[config.mk]
export PLATFORM = sky130hd
export DESIGN_NAME = fpcr_ctrl
export DESIGN_NICKNAME = d
export VERILOG_FILES = /design/src/sv/assert_macros.svh /design/src/sv/fpcr_pkg.sv /design/src/sv/fpcr_ctrl.sv
export SDC_FILE = /design/constraint.sdc
export NUM_CORES = 1
export LEC_CHECK = 0
export BUFFER_PORTS_ARGS = -buffer_cell sky130_fd_sc_hd__buf_2
export CAP_MARGIN = 20
export CELL_PAD_IN_SITES_DETAIL_PLACEMENT = 0
export CELL_PAD_IN_SITES_GLOBAL_PLACEMENT = 2
export CORE_UTILIZATION = 26
export DETAILED_ROUTE_END_ITERATION = 10
export GPL_TIMING_DRIVEN = 0
export PLACE_DENSITY_LB_ADDON = 0.1
export SKIP_LAST_GASP = 1
export SLEW_MARGIN = 20
export SYNTH_ARGS = -nofsm -noshare
export SYNTH_HDL_FRONTEND = slang
export SYNTH_SLANG_ARGS = --single-unit
export TNS_END_PERCENT = 100
[constraint.sdc]
create_clock -name clk_i -period 1.9 [get_ports clk_i]
set_input_delay 0.285 -clock clk_i [delete_from_list [all_inputs] [get_ports clk_i]]
set_output_delay 0.285 -clock clk_i [all_outputs]
set_load 0.01 [all_outputs]
[src/sv/assert_macros.svh]
// Assertion macros shared by the false position root finder RTL.
// Depends on nothing; include by bare file name.
`ifndef ASSERT_MACROS_SVH
`define ASSERT_MACROS_SVH
// Check an implication on every clock edge outside reset.
`define ASSERT_IMPL(label, clk, rst_n, ante, cons, msg) \
  label: assert property (@(posedge clk) disable iff (!rst_n) (ante) |-> (cons)) \
    else $error(msg);
// Check a condition on every clock edge outside reset.
`define ASSERT_ALWAYS(label, clk, rst_n, cond, msg) \
  label: assert property (@(posedge clk) disable iff (!rst_n) (cond)) else $error(msg);
`endif

[src/sv/fpcr_pkg.sv]
// Package for the false position cubic root finder: payload structs,
// controller states, command and status structs. Depends on nothing.
`timescale 1ns / 1ps
package fpcr_pkg;
  localparam int DW = 32;
  localparam int TOL_W = 31;
  localparam int ITER_W = 8;
  localparam int ST_W = 2;

  localparam logic [ST_W-1:0] ST_CONVERGED = 2'd0;
  localparam logic [ST_W-1:0] ST_NO_CHANGE = 2'd1;
  localparam logic [ST_W-1:0] ST_LIMIT     = 2'd2;

  localparam logic [TOL_W-1:0]  TOL_RESET  = 31'd655;
  localparam logic [ITER_W-1:0] ITER_RESET = 8'd64;
  localparam logic CFG_TOL  = 1'b0;
  localparam logic CFG_ITER = 1'b1;

  typedef struct packed {
    logic signed [DW-1:0] lower_bound;
    logic signed [DW-1:0] upper_bound;
  } in_t;

  typedef struct packed {
    logic signed [DW-1:0] root;
    logic [ITER_W-1:0]    iterations;
    logic [ST_W-1:0]      status;
  } out_t;

  typedef enum logic [3:0] {
    S_IDLE, S_FLO, S_FHI, S_CHECK, S_LOOP, S_DEN, S_DIV, S_XR, S_FXR, S_UPD, S_DONE
  } state_e;

  // Polynomial unit operations, one product per step.
  typedef struct packed {
    logic load;      // capture input bounds
    logic poly_lo;   // start f at lower
    logic poly_hi;   // start f at upper
    logic init;      // compute err, last
    logic den;       // compute denominator and numerator
    logic div_start; // start muldiv
    logic xr;        // form secant point
    logic poly_xr;   // start f at xr
    logic update;    // replace bound, measure change
    logic done;      // present result
    logic [ST_W-1:0] status;
    logic inc_iter;
  } cmd_t;

  typedef struct packed {
    logic poly_busy;
    logic div_busy;
    logic no_change;
    logic err_gt_tol;
    logic iter_at_max;
    logic fxr_zero;
  } sts_t;
endpackage

[src/sv/fpcr_ctrl.sv]
// Controller of the root finder: sequences evaluation, division and update.
// Depends on fpcr_pkg.
`timescale 1ns / 1ps
module fpcr_ctrl (
  input  logic                    clk_i,
  input  logic                    rst_ni,
  input  logic                    start_i,
  input  fpcr_pkg::sts_t          sts_i,
  output fpcr_pkg::cmd_t          cmd_o,
  output logic                    busy_o
);
  fpcr_pkg::state_e state_q, state_d;
  logic [fpcr_pkg::ST_W-1:0] st_q, st_d;
  logic wait_q, wait_d; // masks busy until a started unit reports it

  always_comb begin
    state_d = state_q;
    st_d = st_q;
    wait_d = 1'b0;
    case (state_q)
      fpcr_pkg::S_IDLE: if (start_i) state_d = fpcr_pkg::S_FLO;
      fpcr_pkg::S_FLO: begin
        state_d = fpcr_pkg::S_FHI;
        wait_d = 1'b1;
      end
      fpcr_pkg::S_FHI: if (!wait_q && !sts_i.poly_busy) begin
        state_d = fpcr_pkg::S_CHECK;
        wait_d = 1'b1;
      end
      fpcr_pkg::S_CHECK: if (!wait_q && !sts_i.poly_busy) begin
        if (sts_i.no_change) begin
          st_d = fpcr_pkg::ST_NO_CHANGE;
          state_d = fpcr_pkg::S_DONE;
        end else begin
          state_d = fpcr_pkg::S_LOOP;
        end
      end
      fpcr_pkg::S_LOOP: begin
        if (!sts_i.err_gt_tol) begin
          st_d = fpcr_pkg::ST_CONVERGED;
          state_d = fpcr_pkg::S_DONE;
        end else if (sts_i.iter_at_max) begin
          st_d = fpcr_pkg::ST_LIMIT;
          state_d = fpcr_pkg::S_DONE;
        end else begin
          state_d = fpcr_pkg::S_DEN;
        end
      end
      fpcr_pkg::S_DEN: begin
        state_d = fpcr_pkg::S_DIV;
        wait_d = 1'b1;
      end
      fpcr_pkg::S_DIV: if (!wait_q && !sts_i.div_busy) state_d = fpcr_pkg::S_XR;
      fpcr_pkg::S_XR: begin
        state_d = fpcr_pkg::S_FXR;
        wait_d = 1'b1;
      end
      fpcr_pkg::S_FXR: if (!wait_q && !sts_i.poly_busy) state_d = fpcr_pkg::S_UPD;
      fpcr_pkg::S_UPD: begin
        if (sts_i.fxr_zero) begin
          st_d = fpcr_pkg::ST_CONVERGED;
          state_d = fpcr_pkg::S_DONE;
        end else begin
          state_d = fpcr_pkg::S_LOOP;
        end
      end
      fpcr_pkg::S_DONE: state_d = fpcr_pkg::S_IDLE;
      default: state_d = fpcr_pkg::S_IDLE;
    endcase
  end

  always_comb begin
    cmd_o = '0;
    cmd_o.status = st_q;
    case (state_q)
      fpcr_pkg::S_IDLE: cmd_o.load = start_i;
      fpcr_pkg::S_FLO: cmd_o.poly_lo = 1'b1;
      fpcr_pkg::S_FHI: cmd_o.poly_hi = !wait_q && !sts_i.poly_busy;
      fpcr_pkg::S_CHECK: cmd_o.init = !wait_q && !sts_i.poly_busy;
      fpcr_pkg::S_LOOP: cmd_o.inc_iter = sts_i.err_gt_tol && !sts_i.iter_at_max;
      fpcr_pkg::S_DEN: cmd_o.den = 1'b1;
      fpcr_pkg::S_DIV: cmd_o.div_start = wait_q;
      fpcr_pkg::S_XR: cmd_o.xr = 1'b1;
      fpcr_pkg::S_FXR: cmd_o.poly_xr = wait_q;
      fpcr_pkg::S_UPD: cmd_o.update = 1'b1;
      fpcr_pkg::S_DONE: cmd_o.done = 1'b1;
      default: cmd_o = '0;
    endcase
  end

  always_ff @(posedge clk_i or negedge rst_ni) begin
    if (!rst_ni) begin
      state_q <= fpcr_pkg::S_IDLE;
      st_q <= fpcr_pkg::ST_CONVERGED;
      wait_q <= 1'b0;
    end else begin
      state_q <= state_d;
      st_q <= st_d;
      wait_q <= wait_d;
    end
  end

  assign busy_o = (state_q != fpcr_pkg::S_IDLE);
endmodule

# Word level (Yosys, flattened, before mapping)
# Index checks and enable logic that the tools add are counted.
# word_totals
wordCells,65
regBits,7
out_inout_bits,14
inputBits,9
# op_classes
mux,30
eq_ne,18
reduce_logical,14
# ops
op,n
one-hot mux 4 bit (10 select lines),1
two-way mux 4 bit,9
"equality test 4 x 3 -> 1 bit, second input constant",4
"inequality test 2 bit, second input constant",7
"equality test 4 bit, second input constant",3
two-way mux 1 bit,12
two-way mux 2 bit,6
OR reduction 11 bit,1
AND reduction 5 bit,2
"equality test 4 x 2 -> 1 bit, second input constant",2
one-hot mux 2 bit (3 select lines),1
"equality test 4 x 1 -> 1 bit, second input constant",1
zero test 1 bit,4
zero test 4 bit,1
nonzero test 4 bit,1
logical AND 1 bit,3
"inequality test 3 bit, second input constant",1
nonzero test 3 bit,1
OR reduction 3 bit,1
one-hot mux 1 bit (2 select lines),1

# Longest topological paths before layout
# logic_depth
word_depth,4
ltp_mapped,5
mapped_depth_nobuf,4

# Worst setup path after synthesis
# No wires, ideal clock.
# synth_timing
kind,register to output
from,register state_q[3]
to,output port cmd_o[10] (netlist bit)
t_arrival_ns,1.143
required_ns,1.615
path_buffers,2
path_stages_with_launch,4
path_slack_ns,0.472
cell_sequence,dfrtp_1 > buf_2 > buf_1 > nor4_1
# synth_rtl
element,line_no,source
start: declaration,fpcr_ctrl.sv:12,"fpcr_pkg::state_e state_q, state_d;"
start signal: assignment,fpcr_ctrl.sv:93,state_q <= fpcr_pkg::S_IDLE;
start signal: assignment,fpcr_ctrl.sv:97,state_q <= state_d;
end: declaration,fpcr_ctrl.sv:9,"output fpcr_pkg::cmd_t cmd_o,"

==> flow_metrics.py <==
metrics = {
    "clock_tree": {
        "clock-sinks": 7,
        "clk_pin_slew_ns": 0.05,
        "cts_made_buffers": 3,
        "htree_num_levels": 1,
        "cts_tree": "built",
        "clockBufferDepth": 2,
        "clock_latency_ns": 0.24,
        "root_buffer": "clkbuf_4",
    },
    "power": {
        "power.leakage_nw": 0.382,
        "irDropWorstVdd_mv": 0.582,
        "power_density_mw_per_mm2": 1360,
    },
    "yosys": {
        "synth_compound_area_share_pct": 27.9,
        "synthXorXnorAreaFrac_pct": 0,
        "synthCells": 84,
        "yosys.cell_count.top_type": "nor2_1",
        "ys_ff_latch": 7,
        "muxShareOfSynthArea_pct": 0,
        "synth-seq-area-share_pct": 26.2,
        "syn_avg_cell_area_um2": 7.97,
        "netlist_area_um2": 669,
        "synth_warnings": 0,
        "synth-simple-area-share_pct": 40.6,
        "syn_nets": 93,
        "ys_types": 41,
        "synth_top_cell_area_share_pct": 26.2,
        "synth_top_family_by_area": "simple AND/OR/NAND/NOR gates",
        "synthTopCellsByCount": "nor2_1 (11), dfrtp_1 (7), a21oi_1 (6), o21ai_0 (5), nor2b_1 (4)",
        "async_reset_ff_share_pct": 100,
        "ys.flop_type": "dfrtp_1",
        "synth_adder_area_share_pct": 0,
        "yosysTopAreaCell": "dfrtp_1",
        "synthTopCellsByArea": "dfrtp_1 (26%), nor2_1 (6.2%), a21oi_1 (4.5%), nor2b_1 (3.7%), o21ai_0 (3.7%)",
        "synth_edf_count": 0,
    },
    "floorplanning": {
        "rows": 18,
        "die_area_mm2": 0.00278,
        "core_area_mm2": 0.00245,
        "start_util_pct": 27.3,
        "fp.dieH_um": 52.7,
        "die_w_um": 52.7,
        "num_io_pins": 23,
    },
    "routing": {
        "drtAntennaViolNets": 0,
        "drt_iter0_drc": 19,
        "drt_wl_total_mm": 1.95,
        "via_per_inst": 4.99,
        "wl_per_cell_um": 13.9,
        "drc": 0,
        "first_pass_iters": 4,
        "vias": 698,
    },
    "grt": {
        "grt-ovfl-total": 0,
        "grt_max_degree": 20,
        "track_usage_pct": 15.6,
        "grt_antenna_before_repair": 0,
        "grt_pass1_vias": 663,
        "grt_pass1_wl_mm": 3.15,
    },
    "timing": {
        "fin_setup_tns_ns": 0,
        "timing.fmax_mhz": 577,
        "worst_slew_pin_slew_ns": 0.285,
        "period_needed_ns": 1.73,
        "relSlewSlack_pct": 80.9,
        "final_hold_viol_count": 0,
        "holdWs_ns": 0.398,
        "fin_crit_sh_pct": 91.2,
        "drv_slew": 0,
        "rsz0062_at_grt": "false",
        "setup_viol": 0,
        "fin_skew_ns": 0.00123,
    },
    "min_path": {
        "min_path_type": "in2async",
    },
    "critical_path": {
        "end_kind": "primary output",
        "cp-start-kind": "flop",
        "r2r_start": "state_q[3]",
        "reg2reg_slack_ns": 0.33,
        "worstPathArrival_ns": 1.45,
        "worstSetupPathType": "reg2out",
        "cp_data_required_time_ns": 1.62,
        "worst-path-max-fanout": 9,
        "rr_endpoint": "state_q[2]",
        "r2r_cells": 5,
    },
    "layout": {
        "final_design_area_no_fill_um2": 856,
        "num_antenna_cells": 0,
        "nets": 120,
        "synthToLayoutAreaGrowth_pct": 27.9,
        "utilization_pct": 34.9,
        "drive_above_1_share_pct": 35.5,
    },
    "placement": {
        "gp_congestion": 0.761,
        "port_buffers": 22,
        "dp_hpwl_mm": 1.52,
        "post_dp_cell_area_um2": 817,
    },
    "job": {
        "cap_viol_max_count": 0,
    },
    "outcome": {
        "status": "completed",
    },
}
registers in the layout (all words and copies together), names as in the netlist:
name,count
state_q,4
st_q,2
wait_q,1
logic make-up after synthesis:
| logic type | Yosys count |
|---|---|
| compound gates | 25 |
| buf+inv | 6 |
| flops | 7 |
| simple gates | 46 |
power breakdown:
group | internal (mW) | leakage, nW | switching (mW)
sequential | 0.211 | 0.0832 | 0.0699
clock | 0.0798 | 0.0150 | 0.0496
combinational | 0.325 | 0.284 | 0.432
total | 0.615 | 0.382 | 0.551
final cells by class:
type	count	area, um^2
fillers	287	1600
multi-input cells	71	460
flip-flops and latches	7	176
repair buffers	23	120
well taps	30	37.5
plain buffers	4	31.3
clock buffers	4	26.3
inverters	1	3.75
through the flow:
stage               setup WS (ns)  cells  total power [mW]
floorplan                   0.472     84             0.819
global placement            0.149    136              1.06
detailed placement          0.192    136              1.04
CTS                        0.0967    140              1.17
global route               0.0467    140              1.28
finish                      0.167    140              1.17
worst max path at each step:
stage / cells past startpoint / slack, ns / start / to
after floorplan: 3 / 0.47 / state_q[3] / cmd_o[10]
after global placement: 5 / 0.15 / state_q[3] / cmd_o[2]
after detailed placement: 5 / 0.19 / state_q[3] / cmd_o[1]
after CTS: 3 / 0.1 / state_q[1] / cmd_o[10]
after global routing: 4 / 0.05 / state_q[3] / cmd_o[9]
final: 4 / 0.17 / state_q[1] / cmd_o[1]
what timing repair did:
| action | in CTS | in global routing |
|---|---|---|
| setup endpoints to repair | 2 | 4 |
| resized for setup | 0 | 3 |
| hold endpoints to repair | 7 | 0 |
| hold buffers | 1 | 0 |
| setup buffers | 0 | 0 |
metal layers:
metal  global-route usage [%]  routed length [um]  up-vias
met5                        0                   0        -
met4                     6.58                   0        0
met3                     2.03                  43        0
met2                     23.6                 873       12
met1                     21.9                1030      322
li1                         -                   -      364
worst max-delay path, cell delays in order (launching register included):
cell,delay (ns)
dfrtp_2,0.47
and2_2,0.25
o21ai_0,0.20
and2_1,0.15
buf_2,0.12
cell usage in the layout (no fill, tap or decap), drive strengths merged, types with 2 or more instances in the layout:
| master | instances |
|---|---|
| clkbuf | 5 |
| a21oi | 6 |
| nand2b | 4 |
| o21ai | 7 |
| nand3 | 2 |
| nand2 | 3 |
| and2 | 3 |
| or2b | 2 |
| nor3b | 3 |
| nor2b | 4 |
| nor4 | 3 |
| dfrtp | 7 |
| nor2 | 11 |
| buf | 25 |
| nor3 | 4 |
| and3 | 3 |
No activity file was read; power rests on OpenSTA's default activity.
